===== src/design/sqlp_pkg.sv =====
// Shared types and constants for the signal-quality line parser.
// No dependencies; every other design file imports this package.
package sqlp_pkg;

    // One input transfer: a character of the response line or the terminator.
    typedef struct packed {
        logic [7:0] char_code;
        logic       end_of_line;
    } t_in_item;

    // One result transfer, produced at each terminator.
    typedef struct packed {
        logic       parse_ok;
        logic [6:0] signal_quality;
        logic [6:0] error_rate;
    } t_out_item;

    // Parse phase codes.
    localparam logic [3:0] PH_SEEK_COLON = 4'd0;
    localparam logic [3:0] PH_PRE_Q      = 4'd1;
    localparam logic [3:0] PH_Q_DIGITS   = 4'd2;
    localparam logic [3:0] PH_Q_POST     = 4'd3;
    localparam logic [3:0] PH_PRE_R      = 4'd4;
    localparam logic [3:0] PH_R_DIGITS   = 4'd5;
    localparam logic [3:0] PH_TRAIL      = 4'd6;

    // Line state carried from one character to the next.
    typedef struct packed {
        logic [3:0] parse_phase;
        logic [6:0] quality_accum;
        logic [6:0] rate_accum;
        logic       failed_flag;
    } t_parse_state;

    localparam t_parse_state STATE_RESET = '{
        parse_phase:   PH_SEEK_COLON,
        quality_accum: 7'd0,
        rate_accum:    7'd0,
        failed_flag:   1'b0
    };

endpackage


===== src/design/sqlp_step.sv =====
// Combinational next-state and result logic for one character of a line.
// Depends on sqlp_pkg.
module sqlp_step (
    input  sqlp_pkg::t_parse_state i_state,
    input  sqlp_pkg::t_in_item     i_item,
    output sqlp_pkg::t_parse_state o_next_state,
    output logic                   o_res_valid,
    output sqlp_pkg::t_out_item    o_res_item
);
    import sqlp_pkg::*;

    localparam logic [7:0] CH_NUL   = 8'h00;
    localparam logic [7:0] CH_TAB   = 8'h09;
    localparam logic [7:0] CH_LF    = 8'h0A;
    localparam logic [7:0] CH_CR    = 8'h0D;
    localparam logic [7:0] CH_SPACE = 8'h20;
    localparam logic [7:0] CH_COMMA = 8'h2C;
    localparam logic [7:0] CH_ZERO  = 8'h30;
    localparam logic [7:0] CH_NINE  = 8'h39;
    localparam logic [7:0] CH_COLON = 8'h3A;

    localparam logic [6:0]  VAL_UNKNOWN = 7'd99;
    localparam logic [6:0]  VAL_Q_MAX   = 7'd31;
    localparam logic [6:0]  VAL_R_MAX   = 7'd7;
    localparam logic [10:0] VAL_LIMIT   = 11'd99;

    logic        eol;
    logic        is_blank;
    logic        is_digit;
    logic        is_eol_ws;
    logic        rate_side;
    logic [6:0]  acc_sel;
    logic [10:0] acc_sum;
    logic        acc_ovf;
    logic [6:0]  acc_new;
    logic        ok;

    assign eol       = i_item.end_of_line || (i_item.char_code == CH_NUL);
    assign is_blank  = (i_item.char_code == CH_SPACE) || (i_item.char_code == CH_TAB);
    assign is_digit  = (i_item.char_code >= CH_ZERO) && (i_item.char_code <= CH_NINE);
    assign is_eol_ws = is_blank || (i_item.char_code == CH_CR) ||
                       (i_item.char_code == CH_LF);

    // One shared digit accumulator: acc * 10 + digit, held when above 99.
    assign rate_side = (i_state.parse_phase == PH_PRE_R) ||
                       (i_state.parse_phase == PH_R_DIGITS);
    assign acc_sel   = rate_side ? i_state.rate_accum : i_state.quality_accum;
    assign acc_sum   = {1'b0, acc_sel, 3'b000} + {3'b000, acc_sel, 1'b0} +
                       {7'd0, i_item.char_code[3:0]};
    assign acc_ovf   = acc_sum > VAL_LIMIT;
    assign acc_new   = acc_ovf ? acc_sel : acc_sum[6:0];

    always_comb begin
        ok = !i_state.failed_flag &&
             ((i_state.parse_phase == PH_R_DIGITS) || (i_state.parse_phase == PH_TRAIL));
        if ((i_state.quality_accum > VAL_Q_MAX) && (i_state.quality_accum != VAL_UNKNOWN)) begin
            ok = 1'b0;
        end
        if ((i_state.rate_accum > VAL_R_MAX) && (i_state.rate_accum != VAL_UNKNOWN)) begin
            ok = 1'b0;
        end
    end

    assign o_res_valid               = eol;
    assign o_res_item.parse_ok       = ok;
    assign o_res_item.signal_quality = ok ? i_state.quality_accum : 7'd0;
    assign o_res_item.error_rate     = ok ? i_state.rate_accum : 7'd0;

    always_comb begin
        o_next_state = i_state;
        if (eol) begin
            o_next_state = STATE_RESET;
        end else if (!i_state.failed_flag) begin
            unique case (i_state.parse_phase)
                PH_SEEK_COLON: begin
                    if (i_item.char_code == CH_COLON) begin
                        o_next_state.parse_phase = PH_PRE_Q;
                    end
                end
                PH_PRE_Q: begin
                    if (is_digit) begin
                        o_next_state.quality_accum = acc_new;
                        o_next_state.failed_flag   = acc_ovf;
                        o_next_state.parse_phase   = PH_Q_DIGITS;
                    end else if (!is_blank) begin
                        o_next_state.failed_flag = 1'b1;
                    end
                end
                PH_Q_DIGITS: begin
                    if (is_digit) begin
                        o_next_state.quality_accum = acc_new;
                        o_next_state.failed_flag   = acc_ovf;
                    end else if (is_blank) begin
                        o_next_state.parse_phase = PH_Q_POST;
                    end else if (i_item.char_code == CH_COMMA) begin
                        o_next_state.parse_phase = PH_PRE_R;
                    end else begin
                        o_next_state.failed_flag = 1'b1;
                    end
                end
                PH_Q_POST: begin
                    if (i_item.char_code == CH_COMMA) begin
                        o_next_state.parse_phase = PH_PRE_R;
                    end else if (!is_blank) begin
                        o_next_state.failed_flag = 1'b1;
                    end
                end
                PH_PRE_R: begin
                    if (is_digit) begin
                        o_next_state.rate_accum  = acc_new;
                        o_next_state.failed_flag = acc_ovf;
                        o_next_state.parse_phase = PH_R_DIGITS;
                    end else if (!is_blank) begin
                        o_next_state.failed_flag = 1'b1;
                    end
                end
                PH_R_DIGITS: begin
                    if (is_digit) begin
                        o_next_state.rate_accum  = acc_new;
                        o_next_state.failed_flag = acc_ovf;
                    end else if (is_eol_ws) begin
                        o_next_state.parse_phase = PH_TRAIL;
                    end else begin
                        o_next_state.failed_flag = 1'b1;
                    end
                end
                PH_TRAIL: begin
                    if (!is_eol_ws) begin
                        o_next_state.failed_flag = 1'b1;
                    end
                end
                default: begin
                    o_next_state.failed_flag = 1'b1;
                end
            endcase
        end
    end

endmodule


===== src/design/signal_quality_line_parser_top.sv =====
// Top level of the signal-quality line parser: input register, line state and result register.
// Depends on sqlp_pkg and sqlp_step.
//
//  channel | valid      | stall       | payload
//  --------+------------+-------------+---------------------------------------
//  input   | i_in_valid | o_in_stall  | i_in_item  (char_code, end_of_line)
//  result  | o_out_valid| i_out_stall | o_out_item (parse_ok, quality, rate)
//
// One character per cycle unless a terminator waits on a held result: a transfer
// lands in the input register, and the step logic then folds it into the line
// state; a terminator also loads the result register. Reset (i_rst_n low,
// synchronous) empties both registers and returns the line state to the
// seek-colon phase. A held result stalls only terminators; ordinary characters
// keep flowing past it.
module signal_quality_line_parser_top (
    input  logic                i_clk,
    input  logic                i_rst_n,
    input  logic                i_in_valid,
    output logic                o_in_stall,
    input  sqlp_pkg::t_in_item  i_in_item,
    output logic                o_out_valid,
    input  logic                i_out_stall,
    output sqlp_pkg::t_out_item o_out_item
);
    import sqlp_pkg::*;

    logic         r_in_valid;
    t_in_item     r_in_item;
    t_parse_state r_state;
    logic         r_out_valid;
    t_out_item    r_out_item;

    t_parse_state n_state;
    logic         res_valid;
    t_out_item    res_item;
    logic         out_free;
    logic         step_go;
    logic         in_take;

    sqlp_step u_step (
        .i_state      (r_state),
        .i_item       (r_in_item),
        .o_next_state (n_state),
        .o_res_valid  (res_valid),
        .o_res_item   (res_item)
    );

    // The result slot frees when empty or when its transfer completes this cycle.
    assign out_free = !r_out_valid || !i_out_stall;
    // Advance the held character unless it is a terminator and the slot is busy.
    assign step_go  = r_in_valid && (!res_valid || out_free);
    // Hold the input only while the input register cannot advance.
    assign o_in_stall = r_in_valid && !step_go;
    assign in_take    = i_in_valid && !o_in_stall;

    always_ff @(posedge i_clk) begin
        if (!i_rst_n) begin
            r_in_valid <= 1'b0;
        end else if (in_take) begin
            r_in_valid <= 1'b1;
        end else if (step_go) begin
            r_in_valid <= 1'b0;
        end
    end

    always_ff @(posedge i_clk) begin
        if (in_take) begin
            r_in_item <= i_in_item;
        end
    end

    // Update the line state once per consumed character.
    always_ff @(posedge i_clk) begin
        if (!i_rst_n) begin
            r_state <= STATE_RESET;
        end else if (step_go) begin
            r_state <= n_state;
        end
    end

    // Load a result on a terminator; drop it once the transfer completes.
    always_ff @(posedge i_clk) begin
        if (!i_rst_n) begin
            r_out_valid <= 1'b0;
        end else if (step_go && res_valid) begin
            r_out_valid <= 1'b1;
        end else if (!i_out_stall) begin
            r_out_valid <= 1'b0;
        end
    end

    always_ff @(posedge i_clk) begin
        if (step_go && res_valid) begin
            r_out_item <= res_item;
        end
    end

    assign o_out_valid = r_out_valid;
    assign o_out_item  = r_out_item;

endmodule


===== config.mk =====
export PLATFORM = sky130hd
export DESIGN_NAME = signal_quality_line_parser_top
export DESIGN_NICKNAME = d
export VERILOG_FILES = /design/src/design/sqlp_pkg.sv /design/src/design/sqlp_step.sv /design/src/design/signal_quality_line_parser_top.sv
export SDC_FILE = /design/constraint.sdc
export NUM_CORES = 1
export LEC_CHECK = 0
export ABC_AREA = 1
export ABC_CLOCK_PERIOD_IN_PS = 5100
export BUFFER_PORTS_ARGS = -buffer_cell sky130_fd_sc_hd__buf_2
export CORE_ASPECT_RATIO = 0.75
export CORE_MARGIN = 2
export CORE_UTILIZATION = 60
export CTS_BUF_LIST = sky130_fd_sc_hd__clkbuf_8 sky130_fd_sc_hd__clkbuf_16
export CTS_CLUSTER_DIAMETER = 30
export DETAILED_ROUTE_END_ITERATION = 10
export PLACE_DENSITY_LB_ADDON = 0.05
export SYNTH_ARGS = -nofsm -noshare
export SYNTH_HDL_FRONTEND = slang
export SYNTH_SLANG_ARGS = --single-unit

===== constraint.sdc =====
create_clock -name i_clk -period 5.1 [get_ports i_clk]
set_input_delay 0 -clock i_clk [delete_from_list [all_inputs] [get_ports i_clk]]
set_output_delay 0 -clock i_clk [all_outputs]
set_load 0.01 [all_outputs]

Yosys cells after proc, flatten, opt, wreduce, memory -nomap -nowiden --
Cells that the tools add are included.
Storage, ports and cells: register bits after elaboration 45, bits in latches 0, memory bits (writable) 0, bits in read-only memories 0, input bits 13, output and inout bits 17, memories kept 0
Operators by class: add/subtract/negate cells 2, multiply operators 0, div/mod/pow operators 0, magnitude comparators 5, equal/unequal tests 23, shifts and indexed selects 0, muxes and demuxes 31, bitwise logic cells 0, reductions and logical operators 34
Operators by type and width (count):
- $mux 19 | 2
- $mux 4 | 7
- $mux 7 | 4
- $eq 8x4->1 const B | 3
- $eq 8x6->1 const B | 3
- $pmux 4 s6 | 1
- $ne 3x2->1 const B | 5
- $mux 1 | 14
- $ne 7x7->1 const B | 2
- $pmux 7 s2 | 1
- $eq 4x3->1 const B | 3
- $add 10x8->11 | 1
- $add 11x4->11 | 1
- $gt 11x7->1 const B | 1
- $mux 11 | 1
- $reduce_and 9->1 | 1
- $eq 4x2->1 const B | 2
- $ge 8x6->1 const B | 1
- $le 8x6->1 const B | 1
- $logic_and 1x1->1 | 8
- $logic_not 8->1 | 1
- $logic_or 1x1->1 | 8
- $gt 7x3->1 const B | 1
- $gt 7x5->1 const B | 1
- other kinds (12) | 22

Logic depth before layout (Yosys ltp) --
Gate-level depths: netlist of the first run.
word-level depth 11, depth in mapped cells 22, gate-level depth less buffers 21

Modules after synthesis --
From an unflattened synthesis of the first run, not the netlist that was laid out.
Unflattened totals: cells, all modules 507, area, all modules 3464.6 sq um
By module, submodules not included:
- sqlp_step | times used 1, cells an instance 345, area each 1745.4 sq um
- signal_quality_line_parser_top | times used 1, cells an instance 162, area each 1719.1 sq um

Worst setup path after synthesis of the first run --
No wires, ideal clock.
path kind register to register, start point register r_state[17] (netlist bit), end point register r_state[14] (netlist bit), setup time 0.122 ns, arrival 3.009 ns, slack 1.969 ns, stages on the path, launching flop included 18, clock period less this slack 3.131 ns, cell sequence dfxtp_1 > inv_2 > nor2_8 > nand2_4 > buf_2 > o21ai_0 > inv_1 > fa_1 > fa_1 > nand3_1 > nand2_1 > nand2_1 > nand2_1 > xor2_1 > nor2_4 > nand2_4 > o21ai_1 > a21oi_1
Between the ends: word-level cells in the longest chain between the ends 11, elaborated cells on any way between the ends 19, classes of those cells add/sub: 2; order compare: 1; eq/ne: 6; mux: 7; reduce/logical: 3
Ends and longest elaborated chain:
- from (decl) | RTL line signal_quality_line_parser_top.sv:29 | t_parse_state r_state;
- from (signal assigned) | RTL line signal_quality_line_parser_top.sv:77 | r_state <= n_state;
- $eq 4x3->1, on equally long branches | RTL line sqlp_step.sv:45, sqlp_step.sv:46
- $logic_or 1x1->1 | RTL line sqlp_step.sv:45 | assign rate_side = (i_state.parse_phase == PH_PRE_R) ||
- $mux 7 | RTL line sqlp_step.sv:47 | assign acc_sel = rate_side ? i_state.rate_accum : i_state.quality_accum;
- $add 10x8->11 | RTL line sqlp_step.sv:48 | assign acc_sum = {1'b0, acc_sel, 3'b000} + {3'b000, acc_sel, 1'b0} +
- $add 11x4->11 | RTL line sqlp_step.sv:48
- $gt 11x7->1 | RTL line sqlp_step.sv:50 | assign acc_ovf = acc_sum > VAL_LIMIT;
- $mux 7 | RTL line sqlp_step.sv:51 | assign acc_new = acc_ovf ? acc_sel : acc_sum[6:0];
- $mux 7 or $mux 11 (tied branches) | RTL line sqlp_step.sv:90, sqlp_step.sv:81
- $pmux 7 s2 | RTL line sqlp_step.sv:74 | unique case (i_state.parse_phase)
- $mux 19 | RTL line sqlp_step.sv:73 | end else if (!i_state.failed_flag) begin
- $mux 19 | RTL line sqlp_step.sv:71 | if (eol) begin
Several ways; a longest one is shown, not always the timed one. The select of a mux whose other input is x is not followed. A chain may end at the register's enable or synchronous reset.

Worst setup path in the final report of the first run --
start point register r_state[17] (netlist bit), end point register r_state[13] (netlist bit)
The elaborated chain is that of the path after synthesis.

==> out/qor.csv, run 1 <==
stage,metric,value,unit
logic_synthesis,synth.avg_cell_area,8.12,um2
critical_path,critPathMaxStageDelay,0.54,ns
detailed_routing,drtPass1Iterations,5,
logic_synthesis,syn_area,2770,um2
power_and_ir_drop,power_density,276,nW/um2
timing,rsz0062_at_grt,false,
critical_path,path_class,flop to flop,
detailed_routing,drt_wl_total,6.13,mm
detailed_routing,vias,2380,
floorplanning,core_region_area,4440,um2
logic_synthesis,ys_ff_latch,45,
global_routing,grt_pass1_vias,2240,
timing,hold_viol_final,0,
timing,slew_headroom,55.7,%
floorplanning,rows,21,
logic_synthesis,synth_common_cells,"68 x nand2_1, 47 x inv_1, 28 x nand3_1, 25 x a21oi_1, 24 x edfxtp_1",
clocking,worstSkewPairLatency,0.30,ns
placed_design,post-dp-hpwl,4.49,mm
timing,slew_viol_final,0,
logic_synthesis,synth_cells,341,
critical_path,slowest_stage,fa_1,
placed_design,gp_congestion,0.981,
timing,clock.fmax,288,MHz
timing,finalCriticalPeriod,3.47,ns
floorplanning,die_h,62.8,um
floorplanning,die_w,82.4,um
layout,nets,412,
global_routing,grt_pass1_wl,10.2,mm
min_path,hold_path_class,input pin to flop,
placed_design,io_buffers,29,
critical_path,crit_path_end_kind,flop,
critical_path,critPathTopFamily,simple AND/OR/NAND/NOR gates,
critical_path,critPathMaxFanout,18,
global_routing,grt_use_total,25.7,%
run,cap_viol_max_count,0,
floorplanning,start_util,62.3,%
timing,finalSetupTns,0,ns
detailed_routing,first_iter_violations,184,
global_routing,antenna_found_initial,0,
logic_synthesis,yosysTopAreaCell,edfxtp_1,
layout,multi_input_area,1380,um2
detailed_routing,route.detailed.drc,0,
clocking,root_buffer,clkbuf_8,
layout,synthToLayoutAreaGrowth,13.3,%
critical_path,critPathBufInv,1,
logic_synthesis,ys.flop_type,edfxtp_1,
timing,finalClockSkew,0.00446,ns
detailed_routing,ant_nets,0,
critical_path,cp.arrival,3.71,ns
detailed_routing,vias_per_cell,5.38,
critical_path,rrSetupSlack,1.63,ns
critical_path,cp_common_cell,nand2_1,
timing,hold_slack,0.109,ns
power_and_ir_drop,ir_drop,0.160,mV
logic_synthesis,synth_cell_type_count,41,
timing,tightest_slew,0.664,ns
logic_synthesis,synth.most_common_cell,nand2_1,
logic_synthesis,async_reset_ff_share,0,%
layout,num-fill-cells,367,
global_routing,overflow,0,
clocking,numClockSinks,45,
logic_synthesis,yosysSeqAreaShare,41.2,%
timing,setup_viol,0,
clocking,numCtsBuffers,5,
critical_path,required,5.34,ns
clocking,cts_setup_buffers,0,
floorplanning,die_area,5180,um2
clocking,clk_pin_slew,0.08,ns
logic_synthesis,yosysTopAreaCellShare,26.0,%
logic_synthesis,synth_warnings,0,
clocking,cts-resized-gates,0,
critical_path,crit_path_cell_trace,inv_2 -> nor2_8 -> nand2_4 -> o21ai_0 -> fa_1 -> fa_1 -> nand3_1 -> nand2_1 -> nand2_1 -> nand2_1 -> xor2_1 -> nor2_4 -> nand2_4 -> nand2_1 -> nand3_1 -> a21oi_1,
floorplanning,io_pins,30,
timing,finalCritPeriodShare,68.0,%
layout,seq_area,1140,um2
detailed_routing,routedWlPerCell,13.9,um
logic_synthesis,netlist_top_cells_area,"edfxtp_1 26%, dfxtp_1 15%, nand2_1 9.2%",
layout,diodes,0,
layout,drive_gt1_share,19.7,%
clocking,cts_tree,built,
global_routing,grt_max_degree,20,
clocking,htreeDepth,2,
clocking,clockBufferDepth,2,
power_and_ir_drop,p_leak,0.00141,uW
logic_synthesis,synth_edf_count,24,
critical_path,crit_path_start_kind,flop,
outcome,outcome,"finished, final reports clean",
==> cells in the final DEF, fill, tap and decap left out, types with 2 or more instances in the layout <==
cell	instances
clkbuf_8	5
nand2_2	5
edfxtp_1	24
a21oi_1	25
nand4_1	6
o21ai_0	20
nand2_1	68
inv_1	48
fa_1	2
nand3_1	28
conb_1	2
ha_1	13
nor3_1	5
a21oi_4	3
nand2_4	3
inv_2	7
nor2_2	13
o21ai_1	7
dlygate4sd3_1	11
clkinv_2	2
nor2_1	18
dfxtp_1	21
o21a_1	2
buf_2	29
==> metrics by stage <==
| stage | std cells | utilization (%) | power (uW) | setup slack (ns) | area, um2 |
|---|---|---|---|---|---|
| global route | 442 | 70.6 | 916 | 1.36 | 3140 |
| finish | 442 | 70.6 | 867 | 1.63 | 3140 |
| floorplan | 342 | - | 597 | 1.97 | 2770 |
| global placement | 423 | 66.3 | 643 | 1.77 | 2940 |
| detailed placement | 423 | 66.3 | 649 | 1.69 | 2940 |
| CTS | 442 | 70.6 | 860 | 1.66 | 3140 |
==> layer usage <==
layer | global-route usage, % | share of wire, % | wire, um
met5 | 0 | 0 | 0
met4 | 7.08 | 1.1 | 69
met3 | 4.91 | 4.8 | 297
met2 | 42.1 | 48 | 2940
met1 | 34.4 | 46 | 2830
==> flip-flops by register name (all words and copies together) (netlist names) <==
| name | count |
|---|---|
| r_state | 19 |
| o_out_item | 15 |
| r_in_item | 9 |
| o_out_valid | 1 |
| r_in_valid | 1 |
==> logic make-up (layout without fill, tap and decap cells) <==
family,after synthesis,count (layout),share of synthesized area (%)
adder cells (fa/ha/maj),15,15,7.32
buffers and inverters,59,102,8.91
other,1,2,0.135
flip-flops,45,45,41.2
XOR/XNOR,2,2,0.633
AO/OA/AOI/OAI,63,63,13.6
AND/OR/NAND/NOR,156,156,28.2
==> worst reg2reg max path, cell delays in order (launching register included) <==
cell and delay (ns):
dfxtp_1 0.39, inv_2 0.08, nor2_8 0.12, nand2_4 0.15
o21ai_0 0.40, fa_1 0.54, fa_1 0.47, nand3_1 0.13
nand2_1 0.08, nand2_1 0.07, nand2_1 0.07, xor2_1 0.18
nor2_4 0.24, nand2_4 0.11, nand2_1 0.07, nand3_1 0.14
a21oi_1 0.17
==> cell type report <==
cell class                 instances  share of cell area, %
sequential                        45                   36.4
inverter                          54                   6.46
tap                               57                   2.27
clock buffer                       5                   2.19
clock inverter                     3                  0.439
multi-input combinational        238                   44.1
timing repair buffer              40                   8.14
==> final timing paths <==
| kind | startpoint | depth (start not counted) | endpoint |
|---|---|---|---|
| worst max-delay path | r_state[17]$_SDFFE_PN0P_ | 16 | r_state[13]$_SDFFE_PN0P_ |
| worst min-delay path | i_rst_n | 3 | r_state[13]$_SDFFE_PN0P_ |
| worst max register to register | r_state[17]$_SDFFE_PN0P_ | 16 | r_state[13]$_SDFFE_PN0P_ |
| worst min register to register | o_out_valid$_SDFFE_PN0P_ | 2 | o_out_valid$_SDFFE_PN0P_ |
==> where the power goes <==
group	switching, uW	internal, uW
logic	154	83.4
registers	15.5	398
clock network	123	93.2
==> repair_timing <==
action,CTS,global route
hold buffers,11,0
endpoints found under the setup margin,0,0
hold endpoints to repair,11,0
Note: power is estimated with default switching activity, not from simulation.
==> inputs of run 2 (changes only) <==
ABC_AREA = 0   (was 1)
ABC_CLOCK_PERIOD_IN_PS = 2800   (was 5100)
CORE_UTILIZATION = 53   (was 60)
clock period = 2.8 ns   (was 5.1 ns; I/O delays follow)
==> run 2 against run 1 <==
  * The run now ends with setup timing left
  * Core utilization rose by 6.9 points
  * Synthesized cell count fell by 15%
  * Clock-buffer cell count did not move
  * Clock power rose by 89%
  * Flip-flop and latch count did not move
  * Worst hold slack got worse by 0.072 ns
  * Sequential share of layout area fell by 6.9 points
  * Synthesized area rose by 1.5%
  * Global-route usage rose by 0.63 points
  * Combinational power fell by 23%
  * Maximum frequency fell by 2.9%
  * Largest power group unchanged
==> out/qor.csv, run 2 <==
stage,metric,value,unit,change
logic_synthesis,synth_xor_area_share,0.935,%,+0.30 points
critical_path,cp.arrival,3.79,ns,+0.08 ns
timing,final.setup.worst_slack,-0.771,ns,-2.40 ns
timing,finalCriticalPeriod,3.57,ns,+0.104 ns
logic_synthesis,yosysTopAreaCellShare,25.7,%,-0.38 points
placed_design,dp_cells,431,,+1.9%
run,cap_viol_max_count,0,,unchanged
timing,slew_viol_final,0,,unchanged
global_routing,grt_pass1_vias,2381,,+6.3%
clocking,root_buffer,clkbuf_8,,
global_routing,antenna_found_initial,0,,unchanged
logic_synthesis,async_reset_ff_share,0,%,unchanged
clocking,htreeDepth,2,,unchanged
logic_synthesis,synth_edf_count,24,,unchanged
placed_design,place_ws,-0.821,ns,-2.51 ns
timing,clock.fmax,280,MHz,-2.9%
logic_synthesis,synth_common_cells,"34 x nand2_1, 24 x edfxtp_1, 21 x dfxtp_1, 17 x nor2_1, 15 x and2_1",,
logic_synthesis,synth_top_family_by_area,simple AND/OR/NAND/NOR gates,,
critical_path,crit_path_start_kind,flop,,
layout,mostFrequentLayoutCells,"54 x buf_4, 34 x nand2_1, 29 x buf_2, 24 x edfxtp_1, 20 x dfxtp_1",,
logic_synthesis,synth.avg_cell_area,9.69,um2,+19%
placed_design,gp_congestion,0.928,,-5.4%
min_path,hold_path_class,input pin to flop,,
clocking,clockBufferDepth,2,,unchanged
placed_design,post-dp-hpwl,5.34,mm,+19%
placed_design,place_area,3470,um2,+18%
placed_design,io_buffers,29,,unchanged
clocking,numClockSinks,45,,unchanged
detailed_routing,vias,2610,,+9.7%
layout,synthToLayoutAreaGrowth,38.3,%,
critical_path,r2r_end,r_state[8]$_SDFFE_PN0P_,,
layout,diodes,0,,unchanged
critical_path,r2r_start,r_state[18]$_SDFFE_PN0P_,,
timing,finalClockSkew,0.00506,ns,+0.000602 ns
critical_path,critPathMaxFanout,7,,-11
detailed_routing,drt_wl_total,7.34,mm,+20%
detailed_routing,ant_nets,0,,unchanged
detailed_routing,routedWlPerCell,16.1,um,+16%
logic_synthesis,synthMuxAreaShare,3.83,%,+3.8 points
global_routing,overflow,0,,unchanged
floorplanning,core_region_area,5010,um2,+13%
timing,slew_headroom,38.4,%,-17 points
logic_synthesis,synth_cell_type_count,55,,+34%
logic_synthesis,yosysTopAreaCell,edfxtp_1,,
detailed_routing,first_iter_violations,169,,-8.2%
layout,drive_gt1_share,35.8,%,+16 points
floorplanning,die_w,88.1,um,+6.8%
outcome,outcome,finished with violations,,
logic_synthesis,netlist_top_cells_area,"edfxtp_1 26%, dfxtp_1 15%, ha_1 5.8%",,
layout,nets,412,,unchanged
critical_path,startpoint,r_state[18]$_SDFFE_PN0P_,,
power_and_ir_drop,ir_drop,0.350,mV,+120%
timing,tightest_slew,0.921,ns,+0.258 ns
logic_synthesis,synth_warnings,0,,unchanged
logic_synthesis,synth_compound_area_share,18.6,%,+5.0 points
layout,seq_area,1140,um2,+0.33%
critical_path,path_class,flop to flop,,
logic_synthesis,syn_area,2810,um2,+1.5%
layout,multi_input_area,1840,um2,+33%
critical_path,rrSetupSlack,-0.77,ns,-2.40 ns
layout,stdcell_count,457,,+3.4%
clocking,clk_pin_slew,0.09,ns,about the same
outcome,violations,setup timing,,
detailed_routing,drtPass1Iterations,4,,-1
floorplanning,start_util,56.1,%,-6.3 points
power_and_ir_drop,p_leak,0.00152,uW,+7.7%
detailed_routing,route.detailed.drc,0,,unchanged
clocking,worstSkewPairLatency,0.30,ns,about the same
logic_synthesis,ys.flop_type,edfxtp_1,,
global_routing,grt_max_degree,18,,-10%
layout,largest_reg_flops,19,,unchanged
timing,hold_viol_final,0,,unchanged
logic_synthesis,yosysSeqAreaShare,40.6,%,-0.61 points
logic_synthesis,ys_ff_latch,45,,unchanged
logic_synthesis,synth.most_common_cell,nand2_1,,
layout,largest_register,r_state,,
layout,final_common_cell,buf_4,,
logic_synthesis,yosys.area_share.simple,26.5,%,-1.6 points
power_and_ir_drop,power_density,339,nW/um2,+23%
critical_path,required,3.02,ns,-2.32 ns
logic_synthesis,synth_cells,290,,-15%
min_path,hold_start,i_rst_n,,
logic_synthesis,synth_fa_ha_area_share,7.22,%,-0.11 points
layout,final_area,3880,um2,+24%
timing,finalCritPeriodShare,128,%,+60 points
critical_path,crit_path_end_kind,flop,,
timing,finalSetupTns,-11.13,ns,-11.13 ns
layout,utilization,77.5,%,+6.9 points
timing,setup_viol,15,,+15
clocking,cts_tree,built,,
clocking,numCtsBuffers,5,,unchanged
detailed_routing,vias_per_cell,5.71,,+6.1%
critical_path,endpoint,r_state[8]$_SDFFE_PN0P_,,
global_routing,grt_use_total,26.3,%,+0.63 points
global_routing,grt_pass1_wl,11.8,mm,+15%
floorplanning,io_pins,30,,unchanged
timing,rsz0062_at_grt,true,,
floorplanning,die_h,67.0,um,+6.7%
floorplanning,rows,22,,+4.8%
layout,num-fill-cells,338,,-7.9%
critical_path,reg2regPathDepth,11,,-5
floorplanning,die_area,5900,um2,+14%
==> run 2: cell types whose count changed in the layout (fill, tap and decap cells not counted), sizes merged, moves of 5 or more <==
| cell | previous run | this run |
|---|---|---|
| buf | 29 | 86 |
| inv | 55 | 7 |
| nand2 | 76 | 34 |
| nand3 | 29 | 5 |
| a21oi | 28 | 9 |
| nor2 | 33 | 17 |
| o21ai | 28 | 13 |
| and2 | 2 | 15 |
| o31ai | 0 | 13 |
| mux2 | 0 | 6 |
| nor2b | 0 | 6 |
| and3 | 0 | 5 |
==> run 2: logic make-up (layout without fill, tap and decap cells) <==
group / count (synthesis) / count (layout)
AO/OA/AOI/OAI: 72 / 72
buffers and inverters: 16 / 110
adder cells (fa/ha/maj): 15 / 15
multiplexers: 10 / 10
flip-flops: 45 / 45
XOR/XNOR: 3 / 3
other: 1 / 2
AND/OR/NAND/NOR: 128 / 128
==> run 2: final cells by class <==
class,count,area share (%)
clock buffers,5,1.77
clock inverters,3,0.548
inverters,6,0.580
multi-input cells,230,47.5
flip-flops and latches,45,29.5
well taps,72,2.32
repair buffers,96,17.8
==> run 2: what timing repair did <==
| item | 4_1_cts | 5_1_grt |
|---|---|---|
| endpoints found under the hold margin | 10 | 0 |
| setup buffers | 4 | 4 |
| hold buffers | 10 | 0 |
| setup endpoints to repair | 15 | 15 |
| pin swaps | 10 | 8 |
| resized for setup | 9 | 16 |
==> run 2: through the flow <==
step,hold WS [ns],total power (uW)
after floorplan,0.0989,831
after global placement,0.177,882
after detailed placement,0.178,886
after CTS,0.0334,1300
after global routing,0.0595,1370
final,0.0368,1310
==> run 2: how the worst min path moves through the flow <==
stage | to | slack, ns | cells after the start
2_1_floorplan | r_in_item[0]$_DFFE_PP_ | 0.1 | 0
3_3_place_gp | r_in_item[7]$_DFFE_PP_ | 0.18 | 1
3_5_place_dp | r_in_item[0]$_DFFE_PP_ | 0.18 | 1
4_1_cts | r_state[18]$_SDFFE_PN0P_ | 0.03 | 3
5_1_grt | r_state[18]$_SDFFE_PN0P_ | 0.06 | 3
6_report | r_state[18]$_SDFFE_PN0P_ | 0.04 | 3
==> run 2: critical path, cell delays in order, from the launching register on <==
cell      delay [ns]
dfxtp_4         0.36
nor3b_4         0.25
buf_12          0.17
mux2_4          0.33
fa_2            0.51
fa_2            0.40
a211oi_2        0.24
nor2_1          0.11
or4_4           0.46
a22oi_4         0.29
a21oi_1         0.15
o31ai_1         0.24
==> run 2: power by group <==
| group | switching, uW | internal [uW] | leakage (uW) |
|---|---|---|---|
| Clock | 231 | 177 | 0.0000445 |
| Sequential | 13.8 | 710 | 0.000390 |
| Combinational | 99.5 | 83.1 | 0.00109 |
| Total | 344 | 971 | 0.00152 |
==> run 2: metal layers <==
metal	vias up	GRT usage (%)	routed length, um
li1	1298	-	-
met1	1217	36.9	3490
met2	82	41.7	3310
met3	13	6.20	433
met4	0	5.49	102
met5	-	0	0
